File: config.mk
export PLATFORM = sky130hd
export DESIGN_NAME = signed_radix_digit_emitter_unit
export DESIGN_NICKNAME = d
export VERILOG_FILES = /design/src/design/srde_pkg.sv /design/src/design/signed_radix_digit_emitter_unit.sv
export SDC_FILE = /design/constraint.sdc
export NUM_CORES = 1
export LEC_CHECK = 0
export BUFFER_PORTS_ARGS = -buffer_cell sky130_fd_sc_hd__buf_2
export CAP_MARGIN = 20
export CORE_MARGIN = 1
export CORE_UTILIZATION = 55
export CTS_CLUSTER_DIAMETER = 80
export CTS_CLUSTER_SIZE = 12
export DETAILED_ROUTE_END_ITERATION = 7
export PLACE_DENSITY_LB_ADDON = 0.3
export SLEW_MARGIN = 20
export SYNTH_ARGS = -nofsm -noshare
export SYNTH_HDL_FRONTEND = slang
export SYNTH_SLANG_ARGS = --single-unit
File: constraint.sdc
create_clock -name clock -period 5.9 [get_ports clock]
set_input_delay 0.59 -clock clock [delete_from_list [all_inputs] [get_ports clock]]
set_output_delay 0.59 -clock clock [all_outputs]
set_load 0.01 [all_outputs]
File: src/design/srde_pkg.sv
// Shared constants for the signed radix digit emitter.
`timescale 1ns / 1ps
`default_nettype none
package srde_pkg;
   localparam int MAX_RADIX     = 16;
   localparam int TABLE_ENTRIES = 16;
   localparam int DIGIT_W       = 4;    // digit value, 0..TABLE_ENTRIES-1
   localparam int RADIX_W       = 5;
   localparam int CHAR_W        = 8;
   localparam int VALUE_W       = 32;
   localparam int MAX_DIGITS    = 32;
   localparam int COUNT_W       = 6;    // holds 0..MAX_DIGITS
   localparam int INDEX_W       = 5;    // indexes 0..MAX_DIGITS-1
   localparam int CSR_INDEX_W   = 2;
   localparam int CSR_DATA_W    = 64;

   localparam logic [CHAR_W-1:0] CHAR_PLUS  = 8'h2B;
   localparam logic [CHAR_W-1:0] CHAR_MINUS = 8'h2D;
   localparam logic [CHAR_W-1:0] CHAR_NUL   = 8'h00;

   localparam logic [RADIX_W-1:0] MIN_RADIX = 5'd2;

   localparam logic [CSR_INDEX_W-1:0] REG_RADIX      = 2'd0;
   localparam logic [CSR_INDEX_W-1:0] REG_CHARS_LOW  = 2'd1;
   localparam logic [CSR_INDEX_W-1:0] REG_CHARS_HIGH = 2'd2;
endpackage
`default_nettype wire

File: src/design/signed_radix_digit_emitter_unit.sv
// Division: bit-serial restoring division by the radix for each of the D digits;
// then one beat per character, sign first, each beat waiting while the output stalls.
// A new item is taken only after the last character of the previous one is issued;
// the single restoring divide step is shared over all bits of all digits.
// Invalid base: item accepted and dropped; the sequencer stays idle.
// Reset (synchronous) clears the sequencer, output valid and all config
// registers, so the base reads invalid until configured.
`timescale 1ns / 1ps
`default_nettype none
module signed_radix_digit_emitter_unit (
   input  wire logic                                   clock,
   input  wire logic                                   reset,
   input  wire logic                                   req_valid,
   output      logic                                   req_stall,
   input  wire logic signed [srde_pkg::VALUE_W-1:0]    req_value,
   output      logic                                   rsp_valid,
   input  wire logic                                   rsp_stall,
   output      logic [srde_pkg::CHAR_W-1:0]            rsp_out_char,
   output      logic                                   rsp_last_char,
   input  wire logic                                   csr_valid,
   output      logic                                   csr_ready,
   input  wire logic [srde_pkg::CSR_INDEX_W-1:0]       csr_index,
   input  wire logic [srde_pkg::CSR_DATA_W-1:0]        csr_data
);
   localparam logic [1:0] ST_IDLE  = 2'd0;
   localparam logic [1:0] ST_DIV   = 2'd1;
   localparam logic [1:0] ST_SIGN  = 2'd2;
   localparam logic [1:0] ST_DIGIT = 2'd3;

   localparam int TBL_W = srde_pkg::TABLE_ENTRIES * srde_pkg::CHAR_W;

   logic [srde_pkg::RADIX_W-1:0]    radix_ff;
   logic [srde_pkg::CSR_DATA_W-1:0] chars_low_ff;
   logic [srde_pkg::CSR_DATA_W-1:0] chars_high_ff;

   logic [1:0]                      state_ff, state_in;
   logic [srde_pkg::RADIX_W-1:0]    r_ff, r_in;
   logic                            neg_ff, neg_in;
   logic [srde_pkg::VALUE_W-1:0]    mag_ff, mag_in;
   logic [srde_pkg::DIGIT_W-1:0]    rem_ff, rem_in;
   logic [4:0]                      step_ff, step_in;
   logic [srde_pkg::COUNT_W-1:0]    nd_ff, nd_in;
   logic [srde_pkg::INDEX_W-1:0]    idx_ff, idx_in;
   logic                            rsp_valid_ff, rsp_valid_in;
   logic [srde_pkg::CHAR_W-1:0]     rsp_char_ff, rsp_char_in;
   logic                            rsp_last_ff, rsp_last_in;

   logic [srde_pkg::DIGIT_W-1:0]    digits_ff [srde_pkg::MAX_DIGITS];

   logic [TBL_W-1:0]                tbl;
   logic                            base_ok;
   logic                            req_accept;
   logic [srde_pkg::VALUE_W-1:0]    raw;
   logic [srde_pkg::DIGIT_W:0]      trial;
   logic                            qbit;
   logic [srde_pkg::DIGIT_W-1:0]    rem_next;
   logic [srde_pkg::VALUE_W-1:0]    quo_next;
   logic                            digit_done;
   logic                            out_free;
   logic [srde_pkg::DIGIT_W-1:0]    rd_digit_ff;

   assign tbl        = {chars_high_ff, chars_low_ff};
   assign csr_ready  = 1'b1;
   assign req_stall  = (state_ff != ST_IDLE);
   assign req_accept = req_valid && !req_stall;
   assign raw        = req_value;

   // Base check: radix in range, every used entry legal and distinct; independent compares.
   always_comb begin
      logic [srde_pkg::CHAR_W-1:0] c;
      base_ok = (radix_ff >= srde_pkg::MIN_RADIX)
             && (radix_ff <= srde_pkg::RADIX_W'(srde_pkg::MAX_RADIX))
             && (radix_ff <= srde_pkg::RADIX_W'(srde_pkg::TABLE_ENTRIES));
      for (int i = 0; i < srde_pkg::TABLE_ENTRIES; i++) begin
         c = tbl[i*srde_pkg::CHAR_W +: srde_pkg::CHAR_W];
         if (srde_pkg::RADIX_W'(i) < radix_ff) begin
            if (c == srde_pkg::CHAR_NUL || c == srde_pkg::CHAR_PLUS
                || c == srde_pkg::CHAR_MINUS)
               base_ok = 1'b0;
            for (int j = i + 1; j < srde_pkg::TABLE_ENTRIES; j++) begin
               if (srde_pkg::RADIX_W'(j) < radix_ff
                   && tbl[j*srde_pkg::CHAR_W +: srde_pkg::CHAR_W] == c)
                  base_ok = 1'b0;
            end
         end
      end
   end

   // Restoring divide step: one quotient bit per cycle, quotient shifts into mag.
   assign trial      = {rem_ff, mag_ff[srde_pkg::VALUE_W-1]};
   assign qbit       = (trial >= r_ff);
   assign rem_next   = qbit ? srde_pkg::DIGIT_W'(trial - r_ff)
                            : srde_pkg::DIGIT_W'(trial);
   assign quo_next   = {mag_ff[srde_pkg::VALUE_W-2:0], qbit};
   assign digit_done = (state_ff == ST_DIV) && (step_ff == 5'd31);
   assign out_free   = !rsp_valid_ff || !rsp_stall;

   always_comb begin
      state_in     = state_ff;
      r_in         = r_ff;
      neg_in       = neg_ff;
      mag_in       = mag_ff;
      rem_in       = rem_ff;
      step_in      = step_ff;
      nd_in        = nd_ff;
      idx_in       = idx_ff;
      rsp_valid_in = rsp_valid_ff;
      rsp_char_in  = rsp_char_ff;
      rsp_last_in  = rsp_last_ff;
      if (rsp_valid_ff && !rsp_stall)
         rsp_valid_in = 1'b0;
      case (state_ff)
         ST_IDLE: begin
            if (req_accept && base_ok) begin
               state_in = ST_DIV;
               r_in     = radix_ff;
               neg_in   = raw[srde_pkg::VALUE_W-1];
               mag_in   = raw[srde_pkg::VALUE_W-1] ? (32'd0 - raw) : raw;
               rem_in   = '0;
               step_in  = '0;
               nd_in    = '0;
            end
         end
         ST_DIV: begin
            mag_in  = quo_next;
            rem_in  = rem_next;
            step_in = step_ff + 5'd1;
            if (digit_done) begin
               rem_in = '0;
               nd_in  = nd_ff + srde_pkg::COUNT_W'(1);
               if (quo_next == '0 || nd_ff == srde_pkg::COUNT_W'(srde_pkg::MAX_DIGITS - 1)) begin
                  idx_in   = nd_ff[srde_pkg::INDEX_W-1:0];
                  state_in = neg_ff ? ST_SIGN : ST_DIGIT;
               end
            end
         end
         ST_SIGN: begin
            if (out_free) begin
               rsp_valid_in = 1'b1;
               rsp_char_in  = srde_pkg::CHAR_MINUS;
               rsp_last_in  = 1'b0;
               state_in     = ST_DIGIT;
            end
         end
         ST_DIGIT: begin
            if (out_free) begin
               rsp_valid_in = 1'b1;
               rsp_char_in  = tbl[rd_digit_ff*srde_pkg::CHAR_W +: srde_pkg::CHAR_W];
               rsp_last_in  = (idx_ff == '0);
               idx_in       = idx_ff - srde_pkg::INDEX_W'(1);
               if (idx_ff == '0)
                  state_in = ST_IDLE;
            end
         end
         default: state_in = ST_IDLE;
      endcase
   end

   always_ff @(posedge clock) begin
      if (reset) begin
         state_ff      <= ST_IDLE;
         rsp_valid_ff  <= 1'b0;
         radix_ff      <= '0;
         chars_low_ff  <= '0;
         chars_high_ff <= '0;
      end else begin
         state_ff     <= state_in;
         rsp_valid_ff <= rsp_valid_in;
         if (csr_valid && csr_ready) begin
            case (csr_index)
               srde_pkg::REG_RADIX:      radix_ff      <= csr_data[srde_pkg::RADIX_W-1:0];
               srde_pkg::REG_CHARS_LOW:  chars_low_ff  <= csr_data;
               srde_pkg::REG_CHARS_HIGH: chars_high_ff <= csr_data;
               default: ;
            endcase
         end
      end
   end

   always_ff @(posedge clock) begin
      r_ff        <= r_in;
      neg_ff      <= neg_in;
      mag_ff      <= mag_in;
      rem_ff      <= rem_in;
      step_ff     <= step_in;
      nd_ff       <= nd_in;
      idx_ff      <= idx_in;
      rsp_char_ff <= rsp_char_in;
      rsp_last_ff <= rsp_last_in;
      if (digit_done)
         digits_ff[nd_ff[srde_pkg::INDEX_W-1:0]] <= rem_next;
      // digit for the next index; forward the digit written this cycle
      if (digit_done && idx_in == nd_ff[srde_pkg::INDEX_W-1:0])
         rd_digit_ff <= rem_next;
      else
         rd_digit_ff <= digits_ff[idx_in];
   end

   assign rsp_valid     = rsp_valid_ff;
   assign rsp_out_char  = rsp_char_ff;
   assign rsp_last_char = rsp_last_ff;

`ifndef ASSERT_OFF
   a_rem_below_radix: assert property (@(posedge clock) disable iff (reset)
      (state_ff == ST_DIV) |-> (srde_pkg::RADIX_W'(rem_ff) < r_ff))
      else $error("division remainder not below radix");

   a_invalid_base_drops: assert property (@(posedge clock) disable iff (reset)
      (req_accept && !base_ok) |=> (state_ff == ST_IDLE && !req_stall))
      else $error("item with invalid base started work");

   a_digit_count_bound: assert property (@(posedge clock) disable iff (reset)
      (state_ff == ST_DIV) |-> (nd_ff < srde_pkg::COUNT_W'(srde_pkg::MAX_DIGITS)))
      else $error("digit buffer overrun");

   a_emit_has_digits: assert property (@(posedge clock) disable iff (reset)
      (state_ff == ST_DIGIT) |-> (nd_ff != '0))
      else $error("emitting with an empty digit buffer");
`endif
endmodule
`default_nettype wire

==> results of run 1 <==
-- per-layer routing --
| layer | global-route usage | vias to the layer above | wire, µm |
|---|---|---|---|
| li1 | - | 10400 | - |
| met1 | 0.604 | 12000 | 44800 |
| met2 | 0.646 | 1963 | 47600 |
| met3 | 0.125 | 558 | 15300 |
| met4 | 0.272 | 10 | 7990 |
| met5 | 0 | - | 60 |
-- layout make-up --
type                            instances  area, µm²
Clock buffer                           54        968
Antenna cell                            1       2.50
Tap cell                              664        831
Clock inverter                          9       95.1
Fill cell                            4273      19300
Sequential cell                       331       8590
Multi-Input combinational cell       2324      17300
Timing Repair Buffer                  284       1880
Inverter                               23       86.3
-- placed cells by master, fill, tap and decap left out, types with 7 or more instances in the layout --
master,Yosys,layout
sky130_fd_sc_hd__nand2_1,326,326
sky130_fd_sc_hd__o21ai_0,47,47
sky130_fd_sc_hd__or3_1,20,20
sky130_fd_sc_hd__clkbuf_1,95,18
sky130_fd_sc_hd__mux2i_1,32,31
sky130_fd_sc_hd__a31oi_1,17,17
sky130_fd_sc_hd__or4_1,17,17
sky130_fd_sc_hd__o31ai_1,12,11
sky130_fd_sc_hd__buf_4,2,170
sky130_fd_sc_hd__xnor2_1,335,335
sky130_fd_sc_hd__nand3_1,88,88
sky130_fd_sc_hd__a22oi_1,7,7
sky130_fd_sc_hd__mux4_2,64,64
sky130_fd_sc_hd__dfxtp_1,136,125
sky130_fd_sc_hd__inv_1,20,20
sky130_fd_sc_hd__a21oi_1,150,147
sky130_fd_sc_hd__buf_2,165,112
sky130_fd_sc_hd__nor4_1,166,165
sky130_fd_sc_hd__clkbuf_16,0,36
sky130_fd_sc_hd__nor3_1,54,54
sky130_fd_sc_hd__edfxtp_1,195,195
sky130_fd_sc_hd__dfxtp_2,0,11
sky130_fd_sc_hd__xor2_1,680,680
sky130_fd_sc_hd__ha_1,19,18
sky130_fd_sc_hd__nand4_1,104,104
sky130_fd_sc_hd__nor2_1,73,72
sky130_fd_sc_hd__o22ai_1,16,16
-- sequential cells by signal, indices dropped and copies added (netlist names) --
name and cells:
chars_high_ff 64, chars_low_ff 64, digits_ff 128, idx_ff 5, mag_ff 32, nd_ff 6
neg_ff 1, r_ff 5, radix_ff 5, rem_ff 4, rsp_last_char 1, rsp_out_char 8
rsp_valid 1, state_ff 2, step_ff 5
-- stage by stage --
| step | power [W] | utilization | setup slack, ps | hold slack [ps] | std cells |
|---|---|---|---|---|---|
| CTS | 0.00620 | 0.606 | 947 | 230 | 3689 |
| floorplan | 0.00360 | - | 1710 | 409 | 3023 |
| global placement | 0.00407 | 0.584 | 1040 | 449 | 3626 |
| global route | 0.00640 | 0.606 | 788 | 272 | 3689 |
| detailed placement | 0.00409 | 0.584 | 982 | 461 | 3626 |
| finish | 0.00625 | 0.606 | 855 | 229 | 3690 |
-- critical path, stage by stage, from the launching register on --
cell	delay [ps]
sky130_fd_sc_hd__dfxtp_1	400
sky130_fd_sc_hd__buf_4	310
sky130_fd_sc_hd__a31oi_1	840
sky130_fd_sc_hd__nor3_1	280
sky130_fd_sc_hd__a2111oi_0	610
sky130_fd_sc_hd__nand4_1	220
sky130_fd_sc_hd__nor4_1	680
sky130_fd_sc_hd__buf_4	230
sky130_fd_sc_hd__or4b_4	490
sky130_fd_sc_hd__nand2_1	90
sky130_fd_sc_hd__buf_4	450
-- how the worst max path moves through the flow --
stage / start / endpoint / slack (ps) / cells past startpoint
after floorplan: radix_ff[0] / mag_ff[0] / 1710 / 10
after global placement: radix_ff[4] / mag_ff[8] / 1040 / 11
after detailed placement: chars_low_ff[10] / mag_ff[6] / 980 / 11
after CTS: chars_low_ff[10] / mag_ff[11] / 950 / 11
after global routing: chars_high_ff[58] / mag_ff[10] / 790 / 11
final: radix_ff[4] / mag_ff[11] / 850 / 10
-- power by group --
| group | internal [W] | leakage, nW | switching, W | total, W |
|---|---|---|---|---|
| combinational | 0.000586 | 10.1 | 0.000835 | 0.00142 |
| sequential | 0.00249 | 2.88 | 0.000187 | 0.00268 |
| clock | 0.00116 | 0.515 | 0.000988 | 0.00214 |
| total | 0.00424 | 13.5 | 0.00201 | 0.00625 |
-- logic make-up (layout without fill, tap and decap cells) --
logic type	after synthesis	count (layout)	share of synthesized area
AO/OA/AOI/OAI	298	298	0.0649
XOR/XNOR	1015	1015	0.324
adder cells (fa/ha/maj)	20	20	0.00941
buffers and inverters	368	370	0.0590
flip-flops	331	331	0.313
multiplexers	101	101	0.0663
other	1	2	0.000137
AND/OR/NAND/NOR	889	889	0.163
==> impl_summary.log, run 1 <==
[metrics] Post-Syn Instances: 3023
[metrics] static power due to leakage: 13.5 nW
[metrics] Setup Skew: 47.8 ps
[metrics] CP Data Required Time: 6090 ps
[metrics] TritonCTS clock tree: done
[metrics] clock tree root buffer cell: sky130_fd_sc_hd__clkbuf_16
[metrics] final setup violation count: 0
[metrics] routed via count divided by cell count: 6.75
[metrics] sum of net half-perimeters after detailed placement: 80400 µm
[metrics] row count: 81
[metrics] count of H-tree levels built during CTS: 2
[metrics] clock buffer depth: 3
[metrics] share of the synthesized area in the top cell type: 0.217
[metrics] ratio of total power to cell area: 210 nW/µm²
[metrics] Post-Synthesis Cell Area: 27400 µm²
[metrics] clock transition time at the flip-flop clock pins of the worst setup and hold paths: 70 ps
[metrics] number of pins with negative max-slew slack in the final report: 0
[metrics] core area: 49100 µm²
[metrics] yosys warns: 0
[metrics] initial antenna violation count: 7
[metrics] Worst Reg-to-Reg Cells: 10
[metrics] share of final-layout standard cells stronger than drive strength 1: 0.144
[metrics] die outline height: 225 µm
[metrics] final standard cell area without fillers: 29700 µm²
[metrics] hold buffer count at CTS: 0
[metrics] headroom to the max-slew limit: 0.156
[metrics] Period minus WS final: 5050 ps
[metrics] Endpoint, Worst Hold: chars_low_ff[28]
[metrics] status: completed
[metrics] critical-path maximum fanout: 41
[metrics] vias in the first global route: 23800
[metrics] transition time at the pin with the least slew margin: 1260 ps
[metrics] total wire length: 116000 µm
[metrics] number of I/O port buffers: 113
[metrics] number of vias after detailed routing: 24900
[metrics] cell types with the largest area share after synthesis: sky130_fd_sc_hd__xor2_1 (22%), sky130_fd_sc_hd__edfxtp_1 (21%), sky130_fd_sc_hd__xnor2_1 (11%)
[metrics] Setup Crit Path Kind: flip-flop to flip-flop
[metrics] standard cell area after detailed placement: 28600 µm²
[metrics] number of nets in the layout: 3123
[metrics] synthesis-to-layout area growth: 8.44%
[metrics] clock latency at the later pin of the worst-skew pair: 600 ps
[metrics] routability congestion estimate: 1.08
[metrics] class of the tightest hold or removal check: input port to flip-flop
[metrics] number of top-level pins: 115
[metrics] most used flip-flop cell after synthesis: sky130_fd_sc_hd__edfxtp_1
[metrics] sort of element at the start of the critical path: flip-flop
[metrics] number of synthesized register bits: 331
[metrics] overall die width: 225 µm
[metrics] unrepaired setup endpoints after global routing: no
[metrics] count of flip-flops with a built-in enable after synthesis: 195
[metrics] register-to-register path setup slack: 850 ps
[metrics] maximum number of pins on one net before global-route repair: 77
[metrics] post-CTS repair timing setup buffer count: 0
[metrics] initial core utilization: 0.559
[metrics] Synth async-reset ratio: 0
[metrics] antenna-violating nets left: 0
[metrics] global router's overall resource usage: 0.451
[metrics] average size of a mapped cell: 9.07 µm²
[metrics] hold depth: 3
[metrics] worst vdd ir: 0.257 mV
[metrics] Highest Clock Rate: 0.198 GHz
[metrics] Final period util: 0.855
[metrics] first-iteration detailed-routing DRC count: 3414
[metrics] worst hold start: csr_data[28]
[metrics] post-route setup TNS: 0 ps
[metrics] Syn Nets: 3146
[metrics] drc violations: 0
[metrics] overflow left after global routing: 0
[metrics] count of different cell masters after synthesis: 77
[metrics] Hold Fails Final Rpt: 0
[metrics] critical path data arrival time: 5240 ps
[metrics] global-route wire length before repair: 165000 µm
[metrics] area enclosed by the die boundary: 50700 µm²
[metrics] number of max-cap violations: 0
[metrics] Critical Path End Type: flip-flop
[metrics] share of the yosys chip area belonging to registers: 0.313
[metrics] post-cts repair resize count: 0
[metrics] top post-synthesis cells by count: sky130_fd_sc_hd__xor2_1 (680), sky130_fd_sc_hd__xnor2_1 (335), sky130_fd_sc_hd__nand2_1 (326)
[metrics] startpoint of the worst-slack reg-to-reg timing path: radix_ff[4]
[metrics] terminus of the critical flop-to-flop path: mag_ff[11]
[metrics] length of the first detailed-routing pass in iterations: 5
[metrics] number of CTS-inserted buffers: 36
[metrics] final routed wire length divided by cell count: 31.4 µm
[metrics] number of clock sinks seen by CTS: 331
[metrics] cell type with the highest aggregate area in the netlist: sky130_fd_sc_hd__xor2_1
[metrics] top-count cell post-synth: sky130_fd_sc_hd__xor2_1
(Power assumes the default switching activity.)
==> run 2: changes to the inputs <==
Settings changed: GPL_TIMING_DRIVEN from default to 0.
==> run 2 against run 1 <==
Sequential power decreased by 6%; routed wire length increased by 12%; critical path depth increased by 2; combinational power increased by 17%; via count increased by 8.5%; largest power group unchanged; critical path type unchanged; the run now ends with design-rule violations left; highest routed layer unchanged; clock power decreased by 2%; clock skew decreased by 7.2 ps; setup slack got worse by 780 ps; die area unchanged.
==> impl_summary.log, run 2 (synthesized netlist as in run 1, its figures left out) <==
[metrics] row count: 81 (unchanged)
[metrics] Cell Count, Final, Fillers Out: 3868 (+4.8%)
[metrics] Critical Path End Type: flip-flop
[metrics] number of pins with negative max-slew slack in the final report: 0 (unchanged)
[metrics] final setup violation count: 0 (unchanged)
[metrics] net load switching power: 0.00208 W (+3.4%)
[metrics] share of the core filled with cells: 0.611 (+0.00546)
[metrics] total wire length: 129000 µm (+12%)
[metrics] clock transition time at the flip-flop clock pins of the worst setup and hold paths: 60 ps (about the same)
[metrics] Period minus WS final: 5830 ps (+783 ps)
[metrics] die outline height: 225 µm (unchanged)
[metrics] initial antenna violation count: 7 (unchanged)
[metrics] post-route setup TNS: 0 ps (unchanged)
[metrics] critical path data arrival time: 6080 ps (+840 ps)
[metrics] vias in the first global route: 25200 (+6.1%)
[metrics] initial core utilization: 0.559 (unchanged)
[metrics] routed via count divided by cell count: 6.99 (+3.5%)
[metrics] status: complete, but fails checks
[metrics] failing checks: design-rule violations
[metrics] global-route wire length before repair: 180000 µm (+8.7%)
[metrics] final setup margin: 72.2 ps (-783 ps)
[metrics] portion of total power attributed to the clock network: 0.334 (-0.009)
[metrics] antenna-violating nets left: 0 (unchanged)
[metrics] P_int: 0.00418 W (-1.4%)
[metrics] class of the tightest hold or removal check: input port to flip-flop
[metrics] number of nets in the layout: 3300 (+5.7%)
[metrics] final routed wire length divided by cell count: 33.4 µm (+6.5%)
[metrics] worst vdd ir: 0.212 mV (-18%)
[metrics] Setup Crit Path Kind: flip-flop to flip-flop
[metrics] unrepaired setup endpoints after global routing: no
[metrics] Final period util: 0.988 (+0.133)
[metrics] static power due to leakage: 13.7 nW (+1.7%)
[metrics] count of H-tree levels built during CTS: 2 (unchanged)
[metrics] first-iteration detailed-routing DRC count: 4388 (+29%)
[metrics] Worst Setup Slack post-DPL: 320 ps (-662 ps)
[metrics] number of top-level pins: 115 (unchanged)
[metrics] overflow left after global routing: 0 (unchanged)
[metrics] area enclosed by the die boundary: 50700 µm² (unchanged)
[metrics] clock buffer depth: 3 (unchanged)
[metrics] fraction of power spent switching nets: 0.332 (+0.0104)
[metrics] global router's overall resource usage: 0.502 (+0.0501)
[metrics] headroom to the max-slew limit: 0.0860 (-0.0698)
[metrics] CP Data Required Time: 6150 ps (+60 ps)
[metrics] Hold Fails Final Rpt: 0 (unchanged)
[metrics] routability congestion estimate: 1.09 (+1.3%)
[metrics] number of clock sinks seen by CTS: 331 (unchanged)
[metrics] hold buffer count at CTS: 0 (unchanged)
[metrics] length of the first detailed-routing pass in iterations: 8 (+3)
[metrics] share of final-layout standard cells stronger than drive strength 1: 0.136 (-0.00848)
[metrics] number of CTS-inserted buffers: 34 (-5.6%)
[metrics] sum of net half-perimeters after detailed placement: 89100 µm (+11%)
[metrics] ratio of total power to cell area: 209 nW/µm² (-0.77%)
[metrics] critical-path maximum fanout: 32 (-22%)
[metrics] Setup Skew: 40.5 ps (-7.23 ps)
[metrics] transition time at the pin with the least slew margin: 1370 ps (+106 ps)
[metrics] Highest Clock Rate: 0.172 GHz (-13%)
[metrics] final standard cell area without fillers: 30000 µm² (+0.90%)
[metrics] Post-Place Cells: 3803 (+4.9%)
[metrics] Sequential Power Share: 0.401 (-0.028)
[metrics] highest-count cells in the layout ignoring fill and taps: sky130_fd_sc_hd__xor2_1 (680), sky130_fd_sc_hd__xnor2_1 (335), sky130_fd_sc_hd__nand2_1 (325), sky130_fd_sc_hd__buf_2 (278), sky130_fd_sc_hd__edfxtp_1 (195)
[metrics] most common library cell in the layout ignoring fill and taps: sky130_fd_sc_hd__xor2_1
[metrics] sort of element at the start of the critical path: flip-flop
[metrics] standard cell area after detailed placement: 28900 µm² (+0.96%)
[metrics] synthesis-to-layout area growth: 9.42%
[metrics] post-CTS repair timing setup buffer count: 0 (unchanged)
[metrics] TritonCTS clock tree: done
[metrics] flip-flop count of the largest register after layout: 128 (unchanged)
[metrics] maximum number of pins on one net before global-route repair: 34 (-56%)
[metrics] number of I/O port buffers: 113 (unchanged)
[metrics] Combinational Power Share: 0.265 (+0.038)
[metrics] number of vias after detailed routing: 27000 (+8.5%)
[metrics] drc violations: 1 (+1)
[metrics] clock latency at the later pin of the worst-skew pair: 590 ps (about the same)
[metrics] core area: 49100 µm² (unchanged)
[metrics] post-cts repair resize count: 0 (unchanged)
[metrics] clock tree root buffer cell: sky130_fd_sc_hd__clkbuf_16
[metrics] number of max-cap violations: 0 (unchanged)
[metrics] overall die width: 225 µm (unchanged)
[run 2: cell types whose count changed in the layout (fill, tap and decap cells not counted), moves of 5 or more]
cell / delta
sky130_fd_sc_hd__buf_1: +77
sky130_fd_sc_hd__buf_6: +5
sky130_fd_sc_hd__buf_4: -168
sky130_fd_sc_hd__dfxtp_2: -11
sky130_fd_sc_hd__dfxtp_1: +11
sky130_fd_sc_hd__clkbuf_2: +8
sky130_fd_sc_hd__buf_2: +166
sky130_fd_sc_hd__clkbuf_1: +90
[run 2: worst paths after layout]
path,from,endpoint,slack [ps],depth (start not counted)
hold reg to reg,radix_ff[3],r_ff[3],460,0
setup reg to reg,radix_ff[3],mag_ff[11],70,12
hold / removal,csr_data[44],chars_high_ff[44],250,3
setup / recovery,radix_ff[3],mag_ff[11],70,12
[run 2: through the flow]
stage | hold WS, ps | power, W
3_5_place_dp | 447 | 0.00410
4_1_cts | 251 | 0.00613
3_3_place_gp | 432 | 0.00406
6_report | 250 | 0.00625
5_1_grt | 261 | 0.00637
2_1_floorplan | 409 | 0.00360
[run 2: final cells by class]
type | instances | area (µm²)
Timing Repair Buffer | 118 | 651
Fill cell | 4281 | 19100
Sequential cell | 331 | 8580
Multi-Input combinational cell | 2324 | 17300
Clock buffer | 53 | 932
Antenna cell | 5 | 12.5
Tap cell | 664 | 831
Buffer | 345 | 1540
Clock inverter | 5 | 73.8
Inverter | 23 | 86.3
[run 2: critical path, cell delays in order, from the launching register on]
cell and delay [ps]:
sky130_fd_sc_hd__dfxtp_1 320, sky130_fd_sc_hd__buf_6 140, sky130_fd_sc_hd__clkbuf_1 250, sky130_fd_sc_hd__nor2_2 690, sky130_fd_sc_hd__nand2_1 750, sky130_fd_sc_hd__nand3_1 300, sky130_fd_sc_hd__nand4_1 130, sky130_fd_sc_hd__nor4_2 1040
sky130_fd_sc_hd__a2bb2o_1 350, sky130_fd_sc_hd__or4_4 470, sky130_fd_sc_hd__or4b_4 540, sky130_fd_sc_hd__nand2_2 260, sky130_fd_sc_hd__buf_12 250
[run 2: per-layer routing]
metal / part of all wire / track usage / wire [µm] / up-vias
met4: 0.084 / 0.339 / 10800 / 9
met5: 0.00066 / 0 / 85 / -
met2: 0.39 / 0.687 / 50600 / 2532
met1: 0.36 / 0.638 / 46500 / 13000
li1: - / - / - / 10700
met3: 0.16 / 0.210 / 21200 / 767
[run 2: power by group through the flow]
stage	Clock (W)	Sequential, W	Combinational, W
detailed placement	0	0.00256	0.00155
floorplan	0	0.00255	0.00105
global route	0.00216	0.00251	0.00170
global placement	0	0.00256	0.00150
finish	0.00209	0.00251	0.00166
CTS	0.00207	0.00251	0.00155
